--- config.mk ---
export PLATFORM = sky130hd
export DESIGN_NAME = glyph_pixel_alpha_compositor
export DESIGN_NICKNAME = d
export VERILOG_FILES = /design/src/design/gpac_pkg.sv /design/src/design/glyph_pixel_alpha_compositor.sv
export SDC_FILE = /design/constraint.sdc
export NUM_CORES = 2
export LEC_CHECK = 0
export ABC_CLOCK_PERIOD_IN_PS = 4880
export BUFFER_PORTS_ARGS = -buffer_cell sky130_fd_sc_hd__buf_2
export CAP_MARGIN = 15
export CORE_UTILIZATION = 58
export CTS_BUF_LIST = sky130_fd_sc_hd__clkbuf_8 sky130_fd_sc_hd__clkbuf_16
export DETAILED_ROUTE_END_ITERATION = 10
export HOLD_SLACK_MARGIN = 0.1
export PLACE_DENSITY = 0.76
export SLEW_MARGIN = 20
export SYNTH_ARGS = -nofsm -noshare
export SYNTH_HDL_FRONTEND = slang
export SYNTH_SLANG_ARGS = --single-unit
--- constraint.sdc ---
create_clock -name clk -period 4.88 [get_ports clk]
set_input_delay 0.244 -clock clk [delete_from_list [all_inputs] [get_ports clk]]
set_output_delay 0.244 -clock clk [all_outputs]
set_load 0.01 [all_outputs]
--- src/design/gpac_pkg.sv ---
`timescale 1ns / 1ps

package gpac_pkg;

	localparam int CH_W       = 8;
	localparam int DEN_W      = 16;
	localparam int DIV_STEPS  = CH_W;
	localparam int NUM_W      = DEN_W + DIV_STEPS;
	localparam int CFG_IDX_W  = 2;
	// Four front stages, one stage per quotient bit, one output stage.
	localparam int PIPE_DEPTH = DIV_STEPS + 5;

	typedef enum logic [1:0] {
		OP_FILL   = 2'd0,
		OP_STROKE = 2'd1,
		OP_BLEND  = 2'd2
	} op_t;

	typedef enum logic [CFG_IDX_W-1:0] {
		CFG_RED   = 2'd0,
		CFG_GREEN = 2'd1,
		CFG_BLUE  = 2'd2,
		CFG_ALPHA = 2'd3
	} cfg_idx_t;

	typedef enum logic [1:0] {
		MODE_FILL  = 2'd0,
		MODE_BLEND = 2'd1,
		MODE_PASS  = 2'd2
	} mode_t;

	typedef struct packed {
		logic [CH_W-1:0] red;
		logic [CH_W-1:0] green;
		logic [CH_W-1:0] blue;
		logic [CH_W-1:0] alpha;
	} pixel_t;

	typedef struct packed {
		mode_t           mode;
		logic [CH_W-1:0] cov;
		pixel_t          dest;
	} side_t;

	// Exact x / 255 for x up to 65152, as ((x + 1) * 257) >> 16.
	function automatic logic [CH_W-1:0] div255(input logic [DEN_W-1:0] x);
		logic [25:0] p;
		p = ({10'd0, x} + 26'd1) * 26'd257;
		return p[23:16];
	endfunction

endpackage

--- src/design/glyph_pixel_alpha_compositor.sv ---
// Channel   | Handshake                   | Payload
// ----------+-----------------------------+---------------------------------------------
// request   | start, busy (always low)    | operation, coverage, dest_red/green/blue/alpha
// result    | done (one-cycle strobe)     | out_red/green/blue/alpha, write_enable
// config    | cfg_we                      | cfg_index, cfg_data
//
// A request is taken in every cycle that start is high; busy never rises.
// Results leave in the order of their requests, one per cycle.
// The restoring divider resolves one quotient bit per stage over eight stages,
// behind four stages of multiplies.
// Reset clears the valid bits and loads the stroke registers with opaque black.
// The receiver cannot stall, so the pipeline never holds.
`timescale 1ns / 1ps

module glyph_pixel_alpha_compositor (
	input  logic                           clk,
	input  logic                           arst_n,
	input  logic                           start,
	output logic                           busy,
	input  logic [1:0]                     operation,
	input  logic [gpac_pkg::CH_W-1:0]      coverage,
	input  logic [gpac_pkg::CH_W-1:0]      dest_red,
	input  logic [gpac_pkg::CH_W-1:0]      dest_green,
	input  logic [gpac_pkg::CH_W-1:0]      dest_blue,
	input  logic [gpac_pkg::CH_W-1:0]      dest_alpha,
	input  logic                           cfg_we,
	input  logic [gpac_pkg::CFG_IDX_W-1:0] cfg_index,
	input  logic [gpac_pkg::CH_W-1:0]      cfg_data,
	output logic                           done,
	output logic [gpac_pkg::CH_W-1:0]      out_red,
	output logic [gpac_pkg::CH_W-1:0]      out_green,
	output logic [gpac_pkg::CH_W-1:0]      out_blue,
	output logic [gpac_pkg::CH_W-1:0]      out_alpha,
	output logic                           write_enable
);
	import gpac_pkg::*;

	localparam int LAST = DIV_STEPS - 1;

	// Stroke color registers, written through the configuration port.
	logic [CH_W-1:0] stroke_red_q, stroke_green_q, stroke_blue_q, stroke_alpha_q;

	always_ff @(posedge clk or negedge arst_n) begin
		if (!arst_n) begin
			stroke_red_q   <= '0;
			stroke_green_q <= '0;
			stroke_blue_q  <= '0;
			stroke_alpha_q <= '1;
		end else if (cfg_we) begin
			unique case (cfg_idx_t'(cfg_index))
				CFG_RED:   stroke_red_q   <= cfg_data;
				CFG_GREEN: stroke_green_q <= cfg_data;
				CFG_BLUE:  stroke_blue_q  <= cfg_data;
				CFG_ALPHA: stroke_alpha_q <= cfg_data;
				default: ;
			endcase
		end
	end

	// Nothing ever holds the pipeline, so a request is taken whenever it shows up.
	logic accept;
	assign busy   = 1'b0;
	assign accept = start && !busy;

	// Stage 1: capture the request and form coverage * stroke alpha + 127.
	logic              valid_s1;
	logic [1:0]        op_s1;
	logic [CH_W-1:0]   cov_s1;
	pixel_t            dest_s1;
	logic [DEN_W-1:0]  prod_s1;

	always_ff @(posedge clk or negedge arst_n) begin
		if (!arst_n) begin
			valid_s1 <= 1'b0;
		end else begin
			valid_s1 <= accept;
		end
	end

	always_ff @(posedge clk) begin
		op_s1   <= operation;
		cov_s1  <= coverage;
		dest_s1 <= '{red: dest_red, green: dest_green, blue: dest_blue, alpha: dest_alpha};
		prod_s1 <= {8'd0, coverage} * {8'd0, stroke_alpha_q} + 16'd127;
	end

	// Stage 2: source alpha and source color, and the decision of what the
	// result will be. A blend whose source alpha is zero, and the unused
	// operation code, both fall back to repeating the destination.
	logic [CH_W-1:0]       sa_c;
	mode_t                 mode_c;
	logic                  valid_s2;
	logic [CH_W-1:0]       sa_s2;
	logic [2:0][CH_W-1:0]  src_s2;
	side_t                 side_s2;

	always_comb begin
		sa_c = (op_s1 == OP_STROKE) ? div255(prod_s1) : cov_s1;
		if (op_s1 == OP_FILL) begin
			mode_c = MODE_FILL;
		end else if ((op_s1 == OP_STROKE || op_s1 == OP_BLEND) && sa_c != '0) begin
			mode_c = MODE_BLEND;
		end else begin
			mode_c = MODE_PASS;
		end
	end

	always_ff @(posedge clk or negedge arst_n) begin
		if (!arst_n) begin
			valid_s2 <= 1'b0;
		end else begin
			valid_s2 <= valid_s1;
		end
	end

	always_ff @(posedge clk) begin
		sa_s2   <= sa_c;
		side_s2 <= '{mode: mode_c, cov: cov_s1, dest: dest_s1};
		if (op_s1 == OP_STROKE) begin
			src_s2 <= {stroke_blue_q, stroke_green_q, stroke_red_q};
		end else begin
			src_s2 <= '1;
		end
	end

	// Stage 3: the 8 by 8 products. Channel index 0 is red, 1 green, 2 blue.
	logic                   valid_s3;
	logic [2:0][DEN_W-1:0]  sca_s3;
	logic [DEN_W-1:0]       wda_s3;
	logic [DEN_W-1:0]       sa255_s3;
	side_t                  side_s3;

	always_ff @(posedge clk or negedge arst_n) begin
		if (!arst_n) begin
			valid_s3 <= 1'b0;
		end else begin
			valid_s3 <= valid_s2;
		end
	end

	always_ff @(posedge clk) begin
		for (int c = 0; c < 3; c++) begin
			sca_s3[c] <= {8'd0, src_s2[c]} * {8'd0, sa_s2};
		end
		wda_s3   <= {8'd0, side_s2.dest.alpha} * {8'd0, 8'd255 - sa_s2};
		sa255_s3 <= {sa_s2, 8'd0} - {8'd0, sa_s2};
		side_s3  <= side_s2;
	end

	// Stage 4: numerators and the common divisor of the over operator.
	logic [2:0][CH_W-1:0]   dc_s3;
	logic                   valid_s4;
	logic [2:0][NUM_W-1:0]  num_s4;
	logic [DEN_W-1:0]       den_s4;
	side_t                  side_s4;

	assign dc_s3 = {side_s3.dest.blue, side_s3.dest.green, side_s3.dest.red};

	always_ff @(posedge clk or negedge arst_n) begin
		if (!arst_n) begin
			valid_s4 <= 1'b0;
		end else begin
			valid_s4 <= valid_s3;
		end
	end

	always_ff @(posedge clk) begin
		for (int c = 0; c < 3; c++) begin
			num_s4[c] <= ({sca_s3[c], 8'd0} - {8'd0, sca_s3[c]})
				+ {16'd0, dc_s3[c]} * {8'd0, wda_s3};
		end
		den_s4  <= sa255_s3 + wda_s3;
		side_s4 <= side_s3;
	end

	// Stages 5 to 12: restoring division, one quotient bit per stage, most
	// significant first. Element k of each array below is stage 5 + k. The
	// numerator is below 256 times the divisor, so eight bits cover the quotient.
	// The result alpha, the divisor over 255, is formed in the first of them.
	logic                              valid_s5 [DIV_STEPS];
	logic [2:0][NUM_W-1:0]             rem_s5   [DIV_STEPS];
	logic [2:0][DIV_STEPS-1:0]         quo_s5   [DIV_STEPS];
	logic [DEN_W-1:0]                  den_s5   [DIV_STEPS];
	logic [CH_W-1:0]                   alpha_s5 [DIV_STEPS];
	side_t                             side_s5  [DIV_STEPS];

	logic                              vin  [DIV_STEPS];
	logic [2:0][NUM_W-1:0]             rin  [DIV_STEPS];
	logic [2:0][DIV_STEPS-1:0]         qin  [DIV_STEPS];
	logic [DEN_W-1:0]                  din  [DIV_STEPS];
	logic [CH_W-1:0]                   ain  [DIV_STEPS];
	side_t                             sin  [DIV_STEPS];
	logic [NUM_W-1:0]                  dsh  [DIV_STEPS];
	logic [2:0]                        take [DIV_STEPS];

	always_comb begin
		for (int k = 0; k < DIV_STEPS; k++) begin
			if (k == 0) begin
				vin[k] = valid_s4;
				rin[k] = num_s4;
				qin[k] = '0;
				din[k] = den_s4;
				ain[k] = div255(den_s4);
				sin[k] = side_s4;
			end else begin
				vin[k] = valid_s5[k-1];
				rin[k] = rem_s5[k-1];
				qin[k] = quo_s5[k-1];
				din[k] = den_s5[k-1];
				ain[k] = alpha_s5[k-1];
				sin[k] = side_s5[k-1];
			end
			dsh[k] = {8'd0, din[k]} << (DIV_STEPS - 1 - k);
			for (int c = 0; c < 3; c++) begin
				take[k][c] = rin[k][c] >= dsh[k];
			end
		end
	end

	always_ff @(posedge clk or negedge arst_n) begin
		if (!arst_n) begin
			for (int k = 0; k < DIV_STEPS; k++) begin
				valid_s5[k] <= 1'b0;
			end
		end else begin
			for (int k = 0; k < DIV_STEPS; k++) begin
				valid_s5[k] <= vin[k];
			end
		end
	end

	always_ff @(posedge clk) begin
		for (int k = 0; k < DIV_STEPS; k++) begin
			for (int c = 0; c < 3; c++) begin
				rem_s5[k][c] <= take[k][c] ? rin[k][c] - dsh[k] : rin[k][c];
				quo_s5[k][c] <= {qin[k][c][DIV_STEPS-2:0], take[k][c]};
			end
			den_s5[k]   <= din[k];
			alpha_s5[k] <= ain[k];
			side_s5[k]  <= sin[k];
		end
	end

	// Stage 13: pick the result for the mode chosen back in stage 2.
	logic   valid_s13;
	pixel_t out_s13;
	logic   we_s13;

	always_ff @(posedge clk or negedge arst_n) begin
		if (!arst_n) begin
			valid_s13 <= 1'b0;
		end else begin
			valid_s13 <= valid_s5[LAST];
		end
	end

	always_ff @(posedge clk) begin
		case (side_s5[LAST].mode)
			MODE_FILL: begin
				out_s13 <= '{red: '1, green: '1, blue: '1, alpha: side_s5[LAST].cov};
				we_s13  <= 1'b1;
			end
			MODE_BLEND: begin
				out_s13 <= '{red: quo_s5[LAST][0], green: quo_s5[LAST][1],
					blue: quo_s5[LAST][2], alpha: alpha_s5[LAST]};
				we_s13  <= 1'b1;
			end
			default: begin
				out_s13 <= side_s5[LAST].dest;
				we_s13  <= 1'b0;
			end
		endcase
	end

	assign done         = valid_s13;
	assign out_red      = out_s13.red;
	assign out_green    = out_s13.green;
	assign out_blue     = out_s13.blue;
	assign out_alpha    = out_s13.alpha;
	assign write_enable = we_s13;

endmodule

==> summary.md <==
| Metric | Value |
|---|---|
| Syn Area/Cell | 10.1 um^2 |
| Maximum clock frequency | 191 MHz |
| Initial DRT Pass Iterations | 6 |
| Final Skew | 0.0848 ns |
| Post-layout util | 0.677 |
| Ys flop type | dfxtp_1 |
| Pins Over Slew Limit | 0 |
| Metal3 WL | 8390 um |
| Failing checks | negative setup slack |
| Slew margin rel. | 0.258 |
| Yosys reg bits | 1586 |
| Seq/Total Area, Yosys | 0.390 |
| Unique masters post-synth | 95 |
| CTS buffer count | 158 |
| CTS Buffer Depth | 3 |
| Avg WL per Cell | 20.0 um |
| Die footprint | 143000 um^2 |
| Starting Density | 0.586 |
| Clk sinks | 1586 |
| Detailed Route Iter0 Violations | 3247 |
| NumNets Final | 10100 |
| Post-synthesis cell area | 82000 um^2 |
| I/O pin cnt | 91 |
| Wirelength, routed | 214000 um |
| First-pass GRT wire length | 330000 um |
| Die Height | 378 um |
| RSZ-0062 raised after global routing | true |
| Fill cells | 10500 |
| DRC Markers | 0 |
| Register area | 32100 um^2 |
| Final Hold Fails | 0 |
| IO buf count | 89 |
| CTS tree | yes |
| # rows | 137 |
| DP HPWL | 167000 um |
| Antenna Violating Nets Remaining | 0 |
| Metal-1 WL | 80400 um |
| Worst Hold Class | input port to asynchronous set/reset pin |
| Post-DR vias/cell | 5.47 |
| Total of max-cap violations | 0 |
| GP Congestion | 0.967 |
| Root buffer cell | clkbuf_16 |
| Core area | 140000 um^2 |
| Reg clk slew, reported paths | 0.06 ns |
| # placed instances | 10300 |
| Total gr overflow | 0 |
| Antenna violations before repair | 4 |
| Area leader, netlist | dfxtp_1 |
| Post-synth EDFFs | 0 |
| CTS H-tree lvls | 4 |
| Post-synth ARST share | 0.0284 |
| Least-Margin Pin Slew | 1.10 ns |
| Cells after synthesis | 8145 |
| Area grow syn2layout | 15.5% |
| Peak fanout along the critical path | 6 |
| Final setup fails | 19 |
| Fin crit period | 5.25 ns |
| CP startpoint kind | flop |
| Post-Syn Nets | 9549 |
| Area share of the largest cell type after synthesis | 0.376 |
| Layout cells sized above 1 | 0.123 |
| Top metal layer carrying routed signals | met4 |
| Setup ws final | -0.366 ns |
| Worst EP arrival | 5.97 ns |
| Status | complete, but fails checks |
| Footprint of the multi-input gates | 46900 um^2 |
| Final period util | 1.08 |
| Area contributors post-synth | dfxtp_1 38%, fa_1 13%, ha_1 12% |
| Vias in the first global route | 60500 |
| Finished Layout Cells | 10700 |
| Total GRT Usage | 0.299 |
| Vias | 58400 |
| Synth warn | 0 |
| Data required, critical path | 5.60 ns |
| Die Width | 378 um |
| Worst-Skew Late Latency | 0.81 ns |
| Crit path capture type | flop |
| WL met2 | 108000 um |
| Largest net degree at the start of global routing | 46 |
| CP Class | flop to flop |
Yosys cell counts (125+ instances only):
cell and number:
dfxtp_1 1541, inv_1 902, ha_1 801, nand2_1 733, fa_1 547, nor2_1 383, a21oi_1 381, o21ai_0 342
and2_1 334, xnor2_1 302, xor2_1 200, clkbuf_1 150, nor3_1 141, nand2b_1 139, a21o_1 125
routing by layer:
layer,track usage,vias up
li1,-,28000
met1,0.324,28200
met2,0.537,1621
met3,0.0379,653
met4,0.215,0
met5,0,-
repair_timing:
action | CTS | global route
cloned | 0 | 0
hold buffers | 91 | 0
setup endpoints to repair | 36 | 47
endpoints found under the hold margin | 122 | 0
setup buffers | 28 | 23
pin swaps | 66 | 85
gates resized for setup | 112 | 141
through the flow:
step	cell area (um^2)	hold WS [ns]	worst slack (ns)	setup TNS, ns
final	94700	0.155	-0.366	-3.46
after global routing	94700	0.197	-0.487	-7.12
after CTS	94000	0.106	-0.387	-4.04
after detailed placement	86900	0.312	-0.572	-8.75
after global placement	86900	0.310	-0.490	-6.73
after floorplan	82400	-0.0516	-0.171	-0.560
flip-flops by register name (all words and copies together), names as in the netlist, 32 cells and up:
register,cells
rem_s5,504
side_s5,336
den_s5,112
dest_s1,32
quo_s5,108
sca_s3,48
side_s2,42
num_s4,72
side_s4,42
alpha_s5,64
path summary, 6_finish.rpt:
path / cells past startpoint / start / slack, ns / endpoint
min reg2reg: 0 / side_s5[0][73]$_DFF_P_ / 0.25 / side_s5[0][115]$_DFF_P_
min: 2 / arst_n / 0.16 / valid_s5[0]$_DFF_PN0_
min in group clk: 3 / cfg_we / 0.21 / stroke_green_q[4]$_DFFE_PN0P_
max reg2reg: 18 / wda_s3[3]$_DFF_P_ / -0.37 / num_s4[22]$_DFF_P_
max in group asynchronous: 2 / arst_n / 4.12 / stroke_red_q[1]$_DFFE_PN0P_
max: 18 / wda_s3[3]$_DFF_P_ / -0.37 / num_s4[22]$_DFF_P_
layout make-up:
type / instances / share of cell area
Antenna cell: 1 / 0.0000264
Clock buffer: 181 / 0.0452
Clock inverter: 108 / 0.0141
Inverter: 909 / 0.0360
Multi-Input combinational cell: 5483 / 0.495
Sequential cell: 1586 / 0.339
Tap cell: 1876 / 0.0248
Timing Repair Buffer: 532 / 0.0461
worst max-delay path: stages (launching register included):
cell and delay [ns]:
dfxtp_4 0.39, buf_12 0.14, and2_4 0.13, fa_1 0.47, fa_1 0.57, fa_1 0.43, fa_1 0.50, inv_1 0.05
fa_1 0.49, inv_2 0.05, ha_4 0.15, a2111o_1 0.41, o21ai_4 0.17, a21oi_2 0.09, a2111o_1 0.41, a31oi_4 0.24
o21ai_1 0.10, a21oi_1 0.18, xnor2_1 0.16
cells by family (layout without fill, tap and decap cells):
logic type,count (synthesis),after routing,synth area share
other,1,2,0.0000457
AO/OA/AOI/OAI,1283,1283,0.0989
buffers and inverters,1076,1730,0.0496
adder cells (fa/ha/maj),1348,1348,0.256
XOR/XNOR,502,502,0.0536
flip-flops,1586,1586,0.390
multiplexers,143,143,0.0191
AND/OR/NAND/NOR,2206,2206,0.133
placed cells by master, fill, tap and decap left out, types with 30 or more instances in the layout:
cell type / instances
and3_1: 32
inv_1: 921
o21a_1: 69
nor2b_1: 119
clkbuf_16: 159
xnor2_1: 299
fa_1: 536
buf_2: 89
nand3_1: 82
dfrtp_1: 37
nand4_1: 48
dfxtp_1: 1501
nor3_1: 134
nor4_1: 36
xor2_1: 199
and2_1: 315
buf_4: 302
nand2_1: 721
dlygate4sd3_1: 91
o31ai_1: 30
or3_1: 44
a21o_1: 125
ha_1: 777
o21bai_1: 32
o21ai_0: 326
nor2_1: 377
a21oi_1: 363
nand2b_1: 139
mux2_2: 107
mux2i_1: 36
or2_2: 34
Power is left out: the tool's default activity adds up to more than one toggle a clock period on the data nets, which glitch-free logic cannot reach.
